==> config.mk <==
export PLATFORM = sky130hd
export DESIGN_NAME = dda_line_rasterizer
export DESIGN_NICKNAME = d
export VERILOG_FILES = /design/src/dda_pkg.sv /design/src/dda_ctrl.sv /design/src/dda_datapath.sv /design/src/dda_line_rasterizer.sv
export SDC_FILE = /design/constraint.sdc
export NUM_CORES = 1
export LEC_CHECK = 0
export BUFFER_PORTS_ARGS = -buffer_cell sky130_fd_sc_hd__buf_2
export CAP_MARGIN = 20
export CORE_MARGIN = 8
export CORE_UTILIZATION = 65
export CTS_BUF_LIST = sky130_fd_sc_hd__clkbuf_2
export CTS_CLUSTER_SIZE = 40
export DETAILED_ROUTE_END_ITERATION = 10
export PLACE_DENSITY_LB_ADDON = 0.25
export SYNTH_ARGS = -nofsm -noshare
export SYNTH_HDL_FRONTEND = slang
export SYNTH_SLANG_ARGS = --single-unit
==> constraint.sdc <==
create_clock -name clk -period 21.5 [get_ports clk]
set_input_delay 4.3 -clock clk [delete_from_list [all_inputs] [get_ports clk]]
set_output_delay 4.3 -clock clk [all_outputs]
set_load 0.02 [all_outputs]
==> src/dda_pkg.sv <==
`default_nettype none
package dda_pkg;

  localparam int COORD_BITS = 12;
  localparam int FRAC_BITS  = 16;

  localparam int ACC_W  = COORD_BITS + FRAC_BITS;
  localparam int STEP_W = FRAC_BITS + 2;
  localparam int CNT_W  = COORD_BITS + 1;
  localparam int QUO_W  = FRAC_BITS + 1;
  localparam int REM_W  = COORD_BITS + 1;

  localparam int DIV_ITERS = FRAC_BITS + 1;
  localparam int ITER_W    = $clog2(DIV_ITERS);
  localparam logic [ITER_W-1:0] ITER_LAST = ITER_W'(DIV_ITERS - 1);

  localparam logic [FRAC_BITS-1:0] HALF_FRAC = FRAC_BITS'(1) << (FRAC_BITS - 1);

  localparam logic REQ_START = 1'b0;
  localparam logic REQ_STEP  = 1'b1;

  typedef struct packed {
    logic start;
    logic step;
    logic div_iter;
    logic div_first;
    logic finish;
    logic emit_first;
  } dda_cmd_t;

  typedef struct packed {
    logic out_free;
    logic steps_zero;
  } dda_stat_t;

endpackage
`default_nettype wire

==> src/dda_ctrl.sv <==
`default_nettype none
module dda_ctrl (
  input  wire logic              clk,
  input  wire logic              rst,
  input  wire logic              in_valid,
  input  wire logic              req_type,
  input  wire dda_pkg::dda_stat_t stat,
  output logic                   in_stall,
  output dda_pkg::dda_cmd_t      cmd
);

  localparam logic [1:0] ST_IDLE = 2'd0;
  localparam logic [1:0] ST_DIV  = 2'd1;
  localparam logic [1:0] ST_EMIT = 2'd2;

  logic [1:0]                  state;
  logic [1:0]                  state_next;
  logic [dda_pkg::ITER_W-1:0]  iter;
  logic [dda_pkg::ITER_W-1:0]  iter_next;
  logic                        accept;

  assign in_stall = (state != ST_IDLE) || !stat.out_free;
  assign accept   = in_valid && !in_stall;

  always_comb begin
    state_next = state;
    iter_next  = iter;
    cmd        = '0;
    case (state)
      ST_IDLE: begin
        if (accept) begin
          if (req_type == dda_pkg::REQ_START) begin
            cmd.start = 1'b1;
            if (!stat.steps_zero) begin
              state_next = ST_DIV;
              iter_next  = '0;
            end
          end else begin
            cmd.step = 1'b1;
          end
        end
      end
      ST_DIV: begin
        cmd.div_iter  = 1'b1;
        cmd.div_first = (iter == '0);
        if (iter == dda_pkg::ITER_LAST) begin
          state_next = ST_EMIT;
        end else begin
          iter_next = iter + 1'b1;
        end
      end
      ST_EMIT: begin
        cmd.finish = 1'b1;
        if (stat.out_free) begin
          cmd.emit_first = 1'b1;
          state_next     = ST_IDLE;
        end
      end
      default: begin
        state_next = ST_IDLE;
      end
    endcase
  end

  always_ff @(posedge clk) begin
    if (rst) begin
      state <= ST_IDLE;
      iter  <= '0;
    end else begin
      state <= state_next;
      iter  <= iter_next;
    end
  end

endmodule
`default_nettype wire

==> src/dda_datapath.sv <==
`default_nettype none
module dda_datapath (
  input  wire logic                          clk,
  input  wire logic                          rst,
  input  wire dda_pkg::dda_cmd_t             cmd,
  input  wire logic [dda_pkg::COORD_BITS-1:0] x_start,
  input  wire logic [dda_pkg::COORD_BITS-1:0] y_start,
  input  wire logic [dda_pkg::COORD_BITS-1:0] x_end,
  input  wire logic [dda_pkg::COORD_BITS-1:0] y_end,
  input  wire logic                          out_stall,
  output dda_pkg::dda_stat_t                 stat,
  output logic                               out_valid,
  output logic [dda_pkg::COORD_BITS-1:0]     pixel_x,
  output logic [dda_pkg::COORD_BITS-1:0]     pixel_y,
  output logic                               pixel_valid,
  output logic                               last_pixel
);

  logic [dda_pkg::ACC_W-1:0]      x_accum;
  logic [dda_pkg::ACC_W-1:0]      y_accum;
  logic [dda_pkg::STEP_W-1:0]     x_step;
  logic [dda_pkg::STEP_W-1:0]     y_step;
  logic [dda_pkg::CNT_W-1:0]      steps_left;
  logic                           line_active;
  logic [dda_pkg::REM_W-1:0]      x_rem;
  logic [dda_pkg::REM_W-1:0]      y_rem;
  logic [dda_pkg::QUO_W-1:0]      x_quo;
  logic [dda_pkg::QUO_W-1:0]      y_quo;
  logic                           x_neg;
  logic                           y_neg;

  logic                           x_lt;
  logic                           y_lt;
  logic [dda_pkg::COORD_BITS-1:0] adx;
  logic [dda_pkg::COORD_BITS-1:0] ady;
  logic [dda_pkg::COORD_BITS-1:0] steps;
  logic [dda_pkg::REM_W-1:0]      x_trial;
  logic [dda_pkg::REM_W-1:0]      y_trial;
  logic                           x_ge;
  logic                           y_ge;
  logic [dda_pkg::ACC_W-1:0]      x_sum;
  logic [dda_pkg::ACC_W-1:0]      y_sum;
  logic [dda_pkg::CNT_W-1:0]      cnt_dec;
  logic                           do_step;
  logic [dda_pkg::STEP_W-1:0]     x_mag;
  logic [dda_pkg::STEP_W-1:0]     y_mag;

  assign x_lt  = x_end < x_start;
  assign y_lt  = y_end < y_start;
  assign adx   = x_lt ? (x_start - x_end) : (x_end - x_start);
  assign ady   = y_lt ? (y_start - y_end) : (y_end - y_start);
  assign steps = (adx > ady) ? adx : ady;

  assign stat.steps_zero = (steps == '0);
  assign stat.out_free   = !out_valid || !out_stall;

  assign x_trial = cmd.div_first ? x_rem : {x_rem[dda_pkg::REM_W-2:0], 1'b0};
  assign y_trial = cmd.div_first ? y_rem : {y_rem[dda_pkg::REM_W-2:0], 1'b0};
  assign x_ge    = x_trial >= steps_left;
  assign y_ge    = y_trial >= steps_left;

  assign x_mag = {1'b0, x_quo};
  assign y_mag = {1'b0, y_quo};

  assign x_sum = x_accum + {{(dda_pkg::ACC_W - dda_pkg::STEP_W){x_step[dda_pkg::STEP_W-1]}},
                            x_step};
  assign y_sum = y_accum + {{(dda_pkg::ACC_W - dda_pkg::STEP_W){y_step[dda_pkg::STEP_W-1]}},
                            y_step};
  assign cnt_dec = steps_left - 1'b1;
  assign do_step = line_active && (steps_left != '0);

  always_ff @(posedge clk) begin
    if (rst) begin
      line_active <= 1'b0;
      steps_left  <= '0;
      out_valid   <= 1'b0;
    end else begin
      if (cmd.start) begin
        line_active <= !stat.steps_zero;
        steps_left  <= {1'b0, steps};
      end else if (cmd.step) begin
        if (do_step) begin
          steps_left  <= cnt_dec;
          line_active <= (cnt_dec != '0);
        end else begin
          line_active <= 1'b0;
        end
      end
      if ((cmd.start && stat.steps_zero) || cmd.step || cmd.emit_first) begin
        out_valid <= 1'b1;
      end else if (!out_stall) begin
        out_valid <= 1'b0;
      end
    end
  end

  always_ff @(posedge clk) begin
    if (cmd.start) begin
      x_accum <= {x_start, dda_pkg::HALF_FRAC};
      y_accum <= {y_start, dda_pkg::HALF_FRAC};
      x_rem   <= {1'b0, adx};
      y_rem   <= {1'b0, ady};
      x_quo   <= '0;
      y_quo   <= '0;
      x_neg   <= x_lt;
      y_neg   <= y_lt;
      if (stat.steps_zero) begin
        x_step <= '0;
        y_step <= '0;
      end
    end else if (cmd.step && do_step) begin
      x_accum <= x_sum;
      y_accum <= y_sum;
    end

    if (cmd.div_iter) begin
      x_rem <= x_ge ? (x_trial - steps_left) : x_trial;
      y_rem <= y_ge ? (y_trial - steps_left) : y_trial;
      x_quo <= {x_quo[dda_pkg::QUO_W-2:0], x_ge};
      y_quo <= {y_quo[dda_pkg::QUO_W-2:0], y_ge};
    end

    if (cmd.finish) begin
      x_step <= x_neg ? (dda_pkg::STEP_W'(0) - x_mag) : x_mag;
      y_step <= y_neg ? (dda_pkg::STEP_W'(0) - y_mag) : y_mag;
    end

    if (cmd.start && stat.steps_zero) begin
      pixel_x     <= x_start;
      pixel_y     <= y_start;
      pixel_valid <= 1'b1;
      last_pixel  <= 1'b1;
    end else if (cmd.emit_first) begin
      pixel_x     <= x_accum[dda_pkg::ACC_W-1:dda_pkg::FRAC_BITS];
      pixel_y     <= y_accum[dda_pkg::ACC_W-1:dda_pkg::FRAC_BITS];
      pixel_valid <= 1'b1;
      last_pixel  <= 1'b0;
    end else if (cmd.step) begin
      if (do_step) begin
        pixel_x     <= x_sum[dda_pkg::ACC_W-1:dda_pkg::FRAC_BITS];
        pixel_y     <= y_sum[dda_pkg::ACC_W-1:dda_pkg::FRAC_BITS];
        pixel_valid <= 1'b1;
        last_pixel  <= (cnt_dec == '0);
      end else begin
        pixel_x     <= '0;
        pixel_y     <= '0;
        pixel_valid <= 1'b0;
        last_pixel  <= 1'b0;
      end
    end
  end

endmodule
`default_nettype wire

==> src/dda_line_rasterizer.sv <==
// Step transaction: result registered in the cycle after acceptance; one step per
//   cycle while the output is not stalled. Start transaction, distinct endpoints: the
//   restoring divider forms FRAC_BITS+1 (17) quotient bits (one per cycle for x and y),
//   an emit state waits for room, then the pixel is registered; input stalls meanwhile.
// Start transaction, equal endpoints: single pixel in the cycle after acceptance.
// Synchronous active-high rst: no line active, output empty, controller idle.
`default_nettype none
module dda_line_rasterizer (
  input  wire logic                          clk,
  input  wire logic                          rst,
  input  wire logic                          in_valid,
  output logic                               in_stall,
  input  wire logic                          req_type,
  input  wire logic [dda_pkg::COORD_BITS-1:0] x_start,
  input  wire logic [dda_pkg::COORD_BITS-1:0] y_start,
  input  wire logic [dda_pkg::COORD_BITS-1:0] x_end,
  input  wire logic [dda_pkg::COORD_BITS-1:0] y_end,
  output logic                               out_valid,
  input  wire logic                          out_stall,
  output logic [dda_pkg::COORD_BITS-1:0]     pixel_x,
  output logic [dda_pkg::COORD_BITS-1:0]     pixel_y,
  output logic                               pixel_valid,
  output logic                               last_pixel
);

  dda_pkg::dda_cmd_t  cmd;
  dda_pkg::dda_stat_t stat;

  dda_ctrl u_ctrl (
    .clk      (clk),
    .rst      (rst),
    .in_valid (in_valid),
    .req_type (req_type),
    .stat     (stat),
    .in_stall (in_stall),
    .cmd      (cmd)
  );

  dda_datapath u_datapath (
    .clk         (clk),
    .rst         (rst),
    .cmd         (cmd),
    .x_start     (x_start),
    .y_start     (y_start),
    .x_end       (x_end),
    .y_end       (y_end),
    .out_stall   (out_stall),
    .stat        (stat),
    .out_valid   (out_valid),
    .pixel_x     (pixel_x),
    .pixel_y     (pixel_y),
    .pixel_valid (pixel_valid),
    .last_pixel  (last_pixel)
  );

  a_no_overwrite: assert property (@(posedge clk) disable iff (rst)
    (in_valid && !in_stall) |-> (!out_valid || !out_stall))
    else $error("transaction accepted while result register blocked");

  a_invalid_not_last: assert property (@(posedge clk) disable iff (rst)
    (out_valid && !pixel_valid) |-> !last_pixel)
    else $error("last_pixel flagged on invalid result");

  a_divide_stalls: assert property (@(posedge clk) disable iff (rst)
    (in_valid && !in_stall && (req_type == dda_pkg::REQ_START) && !stat.steps_zero)
      |=> (in_stall && !cmd.start && !cmd.step))
    else $error("input not held during increment divide");

  a_emit_needs_room: assert property (@(posedge clk) disable iff (rst)
    cmd.emit_first |-> stat.out_free)
    else $error("first pixel emitted into occupied result register");

endmodule
`default_nettype wire
# [Word level (Yosys, flattened, before mapping)]
# Cells that the tools add are included.
# Widths: inputs -> output; s select.
[classes] addsub=12 multipliers=0 div_mod_pow=0 order_cmp=5 eq_ne=10 shift=0 n_mux=62 bitwise=0 n_reduce_logical=36
[ops] op="$mux 12" count=14
[ops] op="$mux 28" count=4
[ops] op="$mux 18" count=6
[ops] op="$mux 13" count=8
[ops] op="$add 28x28->28" count=2
[ops] op="$mux 17" count=3
[ops] op="$sub 12x12->12" count=4
[ops] op="$sub 1x17->18 const A" count=2
[ops] op="$ge 13x13->1" count=2
[ops] op="$reduce_bool 13->1" count=2
[ops] op="$sub 13x13->13" count=2
[ops] op="$lt 12x12->1" count=2
[ops] op="$mux 5" count=4
[ops] op="$mux 2" count=9
[ops] op="$reduce_bool 2->1" count=9
[ops] op="$logic_not 13->1" count=1
[ops] op="$sub 13x1->13 const B" count=1
[ops] op="$gt 12x12->1" count=1
[ops] op="$logic_not 12->1" count=1
[ops] op="$mux 1" count=12
[ops] op="$pmux 5 s2" count=1
[ops] op="$reduce_and 5->1" count=2
[ops] op="$ne 2x1->1 const B" count=4
[ops] op="$ne 2x2->1 const B" count=3
[ops] op="other kinds (13)" count=26
[word_totals] reg_bits=202 latchBits=0 ram_bits=0 rom_bits=0 input_bits=53 out_inout_bits=28 word_cells=147 memories=0

# [Depth between registers and ports, before layout]
[depth] depth_word=12 depth_mapped=25 mapped_depth_nobuf=22

# [Cells and area by module]
# A second synthesis with hierarchy kept.
[hier_totals] cells_unflattened=1794 hier_area_um2=16479.6
[by_module_without_submodules] mod="dda_datapath" n_inst=1 cells_each=1740 area_per_inst_um2=15981.6 seq_area_each_um2=5365.1
[by_module_without_submodules] mod="dda_ctrl" n_inst=1 cells_each=54 area_per_inst_um2=498.0 seq_area_each_um2=140.1

# [Worst setup path after synthesis]
# No wires, ideal clock.
[synth_path] path_kind="input port to flip-flop" startpoint="in y_end[0] (netlist name)" endpoint="reg u_datapath.x_step[0] (netlist name), enable pin" setup_time_ps=394 t_arrival_ps=9526 t_required_ps=21106 path_slack_ps=11580 stages=23 n_path_buf=2 path_cell_list="inv_1 > ha_1 > inv_1 > fa_1 > a21o_1 > a221o_1 > a2111oi_4 > nor2_2 > clkinv_4 > mux2_2 > inv_1 > ha_1 > nor2b_1 > o21a_1 > o21a_1 > o21a_1 > o21a_1 > clkbuf_1 > o32ai_2 > o2111ai_2 > or2_1 > buf_2 > nand2_1"
[synth_between] elab_chain_len=7 elab_cells_between_ends=9 classes_between="add/sub (2); order compare (2); mux (2); reduce/logical (3)"
[synth_lines] item="from (decl)" line_no="dda_line_rasterizer.sv:17" text="input wire logic [dda_pkg::COORD_BITS-1:0] y_end,"
[synth_lines] item="$lt 12x12->1 *" line_no="dda_datapath.sv:49" text="assign y_lt = y_end < y_start;"
[synth_lines] item="via u_datapath.y_lt" line_no="dda_datapath.sv:33" text="logic y_lt;"
[synth_lines] item="$mux 12 *" line_no="dda_datapath.sv:51" text="assign ady = y_lt ? (y_start - y_end) : (y_end - y_start);"
[synth_lines] item="$gt 12x12->1" line_no="dda_datapath.sv:52" text="assign steps = (adx > ady) ? adx : ady;"
[synth_lines] item="$mux 12 *" line_no="dda_datapath.sv:52"
[synth_lines] item="$logic_not 12->1 *" line_no="dda_datapath.sv:54" text="assign stat.steps_zero = (steps == '0);"
[synth_lines] item="$reduce_bool 2->1 (no source line) *"
[synth_lines] item="$reduce_and 2->1 (no source line) *"
[synth_lines] item="to (signal assigned)" line_no="dda_datapath.sv:124" text="x_step <= x_neg ? (dda_pkg::STEP_W'(0) - x_mag) : x_mag;"
[synth_lines] item="to (decl)" line_no="dda_datapath.sv:21" text="logic [dda_pkg::STEP_W-1:0] x_step;"
# The timed path passes the listed nets; every way through them passes the cells marked *.
# A chain may end at the register's enable or synchronous reset.

# [Worst setup path after layout]
[layout_path] startpoint="in y_end[0] (netlist name)" endpoint="reg u_datapath.y_step[1] (netlist name), enable pin"
[layout_between] elab_chain_len=7 elab_cells_between_ends=9 classes_between="add/sub (2); order compare (2); mux (2); reduce/logical (3)"
[layout_lines] item="$lt 12x12->1 *" line_no="dda_datapath.sv:49"
[layout_lines] item="via u_datapath.y_lt" line_no="dda_datapath.sv:33"
[layout_lines] item="$mux 12 *" line_no="dda_datapath.sv:51"
[layout_lines] item="$gt 12x12->1" line_no="dda_datapath.sv:52"
[layout_lines] item="$mux 12 *" line_no="dda_datapath.sv:52"
[layout_lines] item="$logic_not 12->1 *" line_no="dda_datapath.sv:54"
[layout_lines] item="$reduce_bool 2->1 (no source line) *"
[layout_lines] item="$reduce_and 2->1 (no source line) *"
[layout_lines] item="to (signal assigned)" line_no="dda_datapath.sv:125" text="y_step <= y_neg ? (dda_pkg::STEP_W'(0) - y_mag) : y_mag;"
[layout_lines] item="to (decl)" line_no="dda_datapath.sv:22" text="logic [dda_pkg::STEP_W-1:0] y_step;"
# Marked as above.

==> results.json <==
{
  "status": "finished clean",
  "p_seq_share_pct": 35.7,
  "synth_warnings": 0,
  "die-area_mm2": 0.0298,
  "cp_common_cell": "inv_1",
  "min_period_ns": 10.71,
  "internal_power_uw": 824,
  "critical-path-max-stage-delay_ns": 0.67,
  "drt-initial-drc-count": 1477,
  "place_ws_ns": 10.02,
  "drc": 0,
  "cts_resized": 0,
  "synth_nets": 2063,
  "antenna_found_initial": 3,
  "power-per-cell-area_mw_per_mm2": 82.1,
  "grt_pass1_vias": 13700,
  "grt_usage_pct": 27.6,
  "reg2reg_depth": 18,
  "fmax_mhz": 93.4,
  "wire_per_inst_um": 18.7,
  "synthArstFlopShare_pct": 0,
  "cellLeakagePower_nw": 7.38,
  "synth_area_mm2": 0.0160,
  "dpl.hpwl_um": 32500,
  "min_path_type": "register to register",
  "num_rows": 57,
  "avgViaCountPerCell": 6.24,
  "power_mw": 1.41,
  "worst-endpoint-arrival_ns": 11.23,
  "criticalPathCategory": "primary input to register",
  "syn_to_final_growth_pct": 7.80,
  "cts_root_buf": "clkbuf_2",
  "start_kind": "primary input",
  "synth_seq_cells": 202,
  "fillers": 1937,
  "die-width_um": 173,
  "grt_max_degree": 61,
  "slew_headroom_pct": 26.4,
  "setup_slack_ns": 10.79,
  "slowest_stage": "o21a_1",
  "combinationalPowerShare_pct": 43.6,
  "pin_count": 81,
  "final_core_util_pct": 71.1,
  "finalHoldViolCount": 0,
  "cts_tree": "yes",
  "fin_tns_setup_ns": 0,
  "synth-seq-area-share_pct": 34.5,
  "layout.cells.most_common_list": "nand2_1 (249), edfxtp_1 (146), ha_1 (144)",
  "cts.sinks": 202,
  "path_clk_slew_ns": 0.10,
  "final_common_cell": "nand2_1",
  "critPathMaxFanout": 22,
  "slew_viol_final": 0,
  "min_path_cells": 2,
  "timing.final.setup_violations": 0,
  "num_vias": 14400,
  "maxCapViolCount": 0,
  "core_mm2": 0.0242,
  "layout-drive-gt1-share_pct": 10.3,
  "avgSynthCellArea_um2": 8.59,
  "p_switching_uw": 587,
  "period_share_pct": 49.8,
  "hold_slack_ns": 0.463,
  "clk_path_buf_depth": 3,
  "wl_um": 43300,
  "worst_pin_slew_ns": 1.10,
  "place_congestion": 0.948,
  "firstDrtPassIters": 6,
  "synth_edf_count": 146,
  "required_ns": 22.02,
  "htree_levels": 2,
  "critPathCaptureType": "register",
  "synth_ff_type": "edfxtp_1",
  "switching_share_pct": 41.6,
  "grt.overflow.total": 0,
  "synth_cell_types": 78,
  "clkPwrFrac_pct": 20.7,
  "ant_nets": 0,
  "postCtsSetupBuffers": 0,
  "cts-hold-fix-buffers": 0,
  "synthCells": 1858,
  "insertion_delay_ns": 0.89,
  "port_buffers": 80,
  "die_y_um": 173,
  "grt_pass1_wl_um": 68800,
  "start_util_pct": 66.0,
  "fin_skew_ns": 0.0972,
  "fin_nets": 2148,
  "rsz0062_at_grt": "false",
  "ir_drop_mv": 0.0566,
  "cts-buffers-inserted": 55
}
==> final timing paths <==
path | slack (ns) | from | end
setup reg to reg | 16.21 | u_ctrl.iter[0]$_SDFFE_PP0P_ | u_datapath.y_rem[10]$_DFFE_PP_
setup / recovery | 10.79 | y_end[0] | u_datapath.y_step[1]$_SDFFCE_PP0P_
hold reg to reg | 0.46 | u_datapath.y_accum[4]$_SDFFE_PP0P_ | u_datapath.y_accum[4]$_SDFFE_PP0P_
hold / removal | 0.46 | u_datapath.y_accum[4]$_SDFFE_PP0P_ | u_datapath.y_accum[4]$_SDFFE_PP0P_
==> synth_stat cells (38+ instances only) <==
cell type | count | area share [%]
clkbuf_1 | 61 | 1.4
dfxtp_1 | 56 | 7.0
edfxtp_1 | 146 | 27
inv_1 | 122 | 2.9
xnor2_1 | 65 | 3.6
nor2_1 | 142 | 3.3
nand2_1 | 250 | 5.9
ha_1 | 144 | 11
xor2_1 | 54 | 3.0
nor3_1 | 39 | 1.2
o21ai_0 | 124 | 3.9
a21o_1 | 38 | 1.8
a21oi_1 | 132 | 4.1
==> worst max-delay path: cells and delay by family <==
kind / cells / cell delay (ns)
AO/OA/AOI/OAI: 9 / 2.69
XOR/XNOR: 1 / 0.34
adder cells (fa/ha/maj): 3 / 0.89
AND/OR/NAND/NOR: 5 / 1.76
buffers and inverters: 7 / 1.22
==> logic make-up (layout without fill, tap and decap cells) <==
group	after synthesis	in the layout	synth area share, %
buffers and inverters	195	324	4.78
xor gates and xnor gates	119	119	6.53
other	0	2	0
muxes	35	35	2.23
and+or+nand+nor	617	617	17.7
adders and majority gates	152	152	12.3
DFF	202	202	34.5
AOI/OAI and AO/OA	538	538	21.9
==> final cells by class <==
class | instances | area (µm²) | share of cell area, %
clock buffer | 70 | 350 | 2.04
tap | 324 | 405 | 2.36
sequential | 202 | 5510 | 32.0
multi-input combinational | 1461 | 9710 | 56.5
antenna | 2 | 5.00 | 0.0291
timing repair buffer | 98 | 561 | 3.26
clock inverter | 31 | 185 | 1.08
inverter | 125 | 474 | 2.76
==> layer usage <==
layer / vias up / part of all wire, % / global-route usage (%)
met3: 108 / 8.8 / 5.60
met1: 6710 / 43 / 36.1
met2: 679 / 46 / 44.6
met4: 2 / 3.0 / 10.5
li1: 6936 / - / -
met5: - / 0.025 / 0
==> per-stage QoR <==
stage                     instances  area (µm²)
after floorplan                1858       16000
after global placement         2206       16600
after detailed placement       2208       16600
after CTS                      2309       17200
after global routing           2313       17200
final                          2313       17200
==> power groups by stage <==
stage / clock, mW / combinational (mW) / sequential (mW)
2_1_floorplan: 0 / 0.452 / 0.508
3_3_place_gp: 0 / 0.582 / 0.510
3_5_place_dp: 0 / 0.597 / 0.511
4_1_cts: 0.297 / 0.601 / 0.503
5_1_grt: 0.314 / 0.677 / 0.508
6_report: 0.293 / 0.615 / 0.503
==> state kept, by name, summed over array words and instances, names as in the netlist, 5 cells and up <==
signal                 cells
u_datapath.y_accum        28
u_datapath.y_quo          17
u_datapath.x_quo          17
u_datapath.x_rem          13
u_datapath.pixel_x        12
u_datapath.x_accum        28
u_datapath.y_step         18
u_datapath.y_rem          13
u_ctrl.iter                5
u_datapath.steps_left     13
u_datapath.x_step         18
u_datapath.pixel_y        12
No activity file was read; power rests on OpenSTA's default activity.
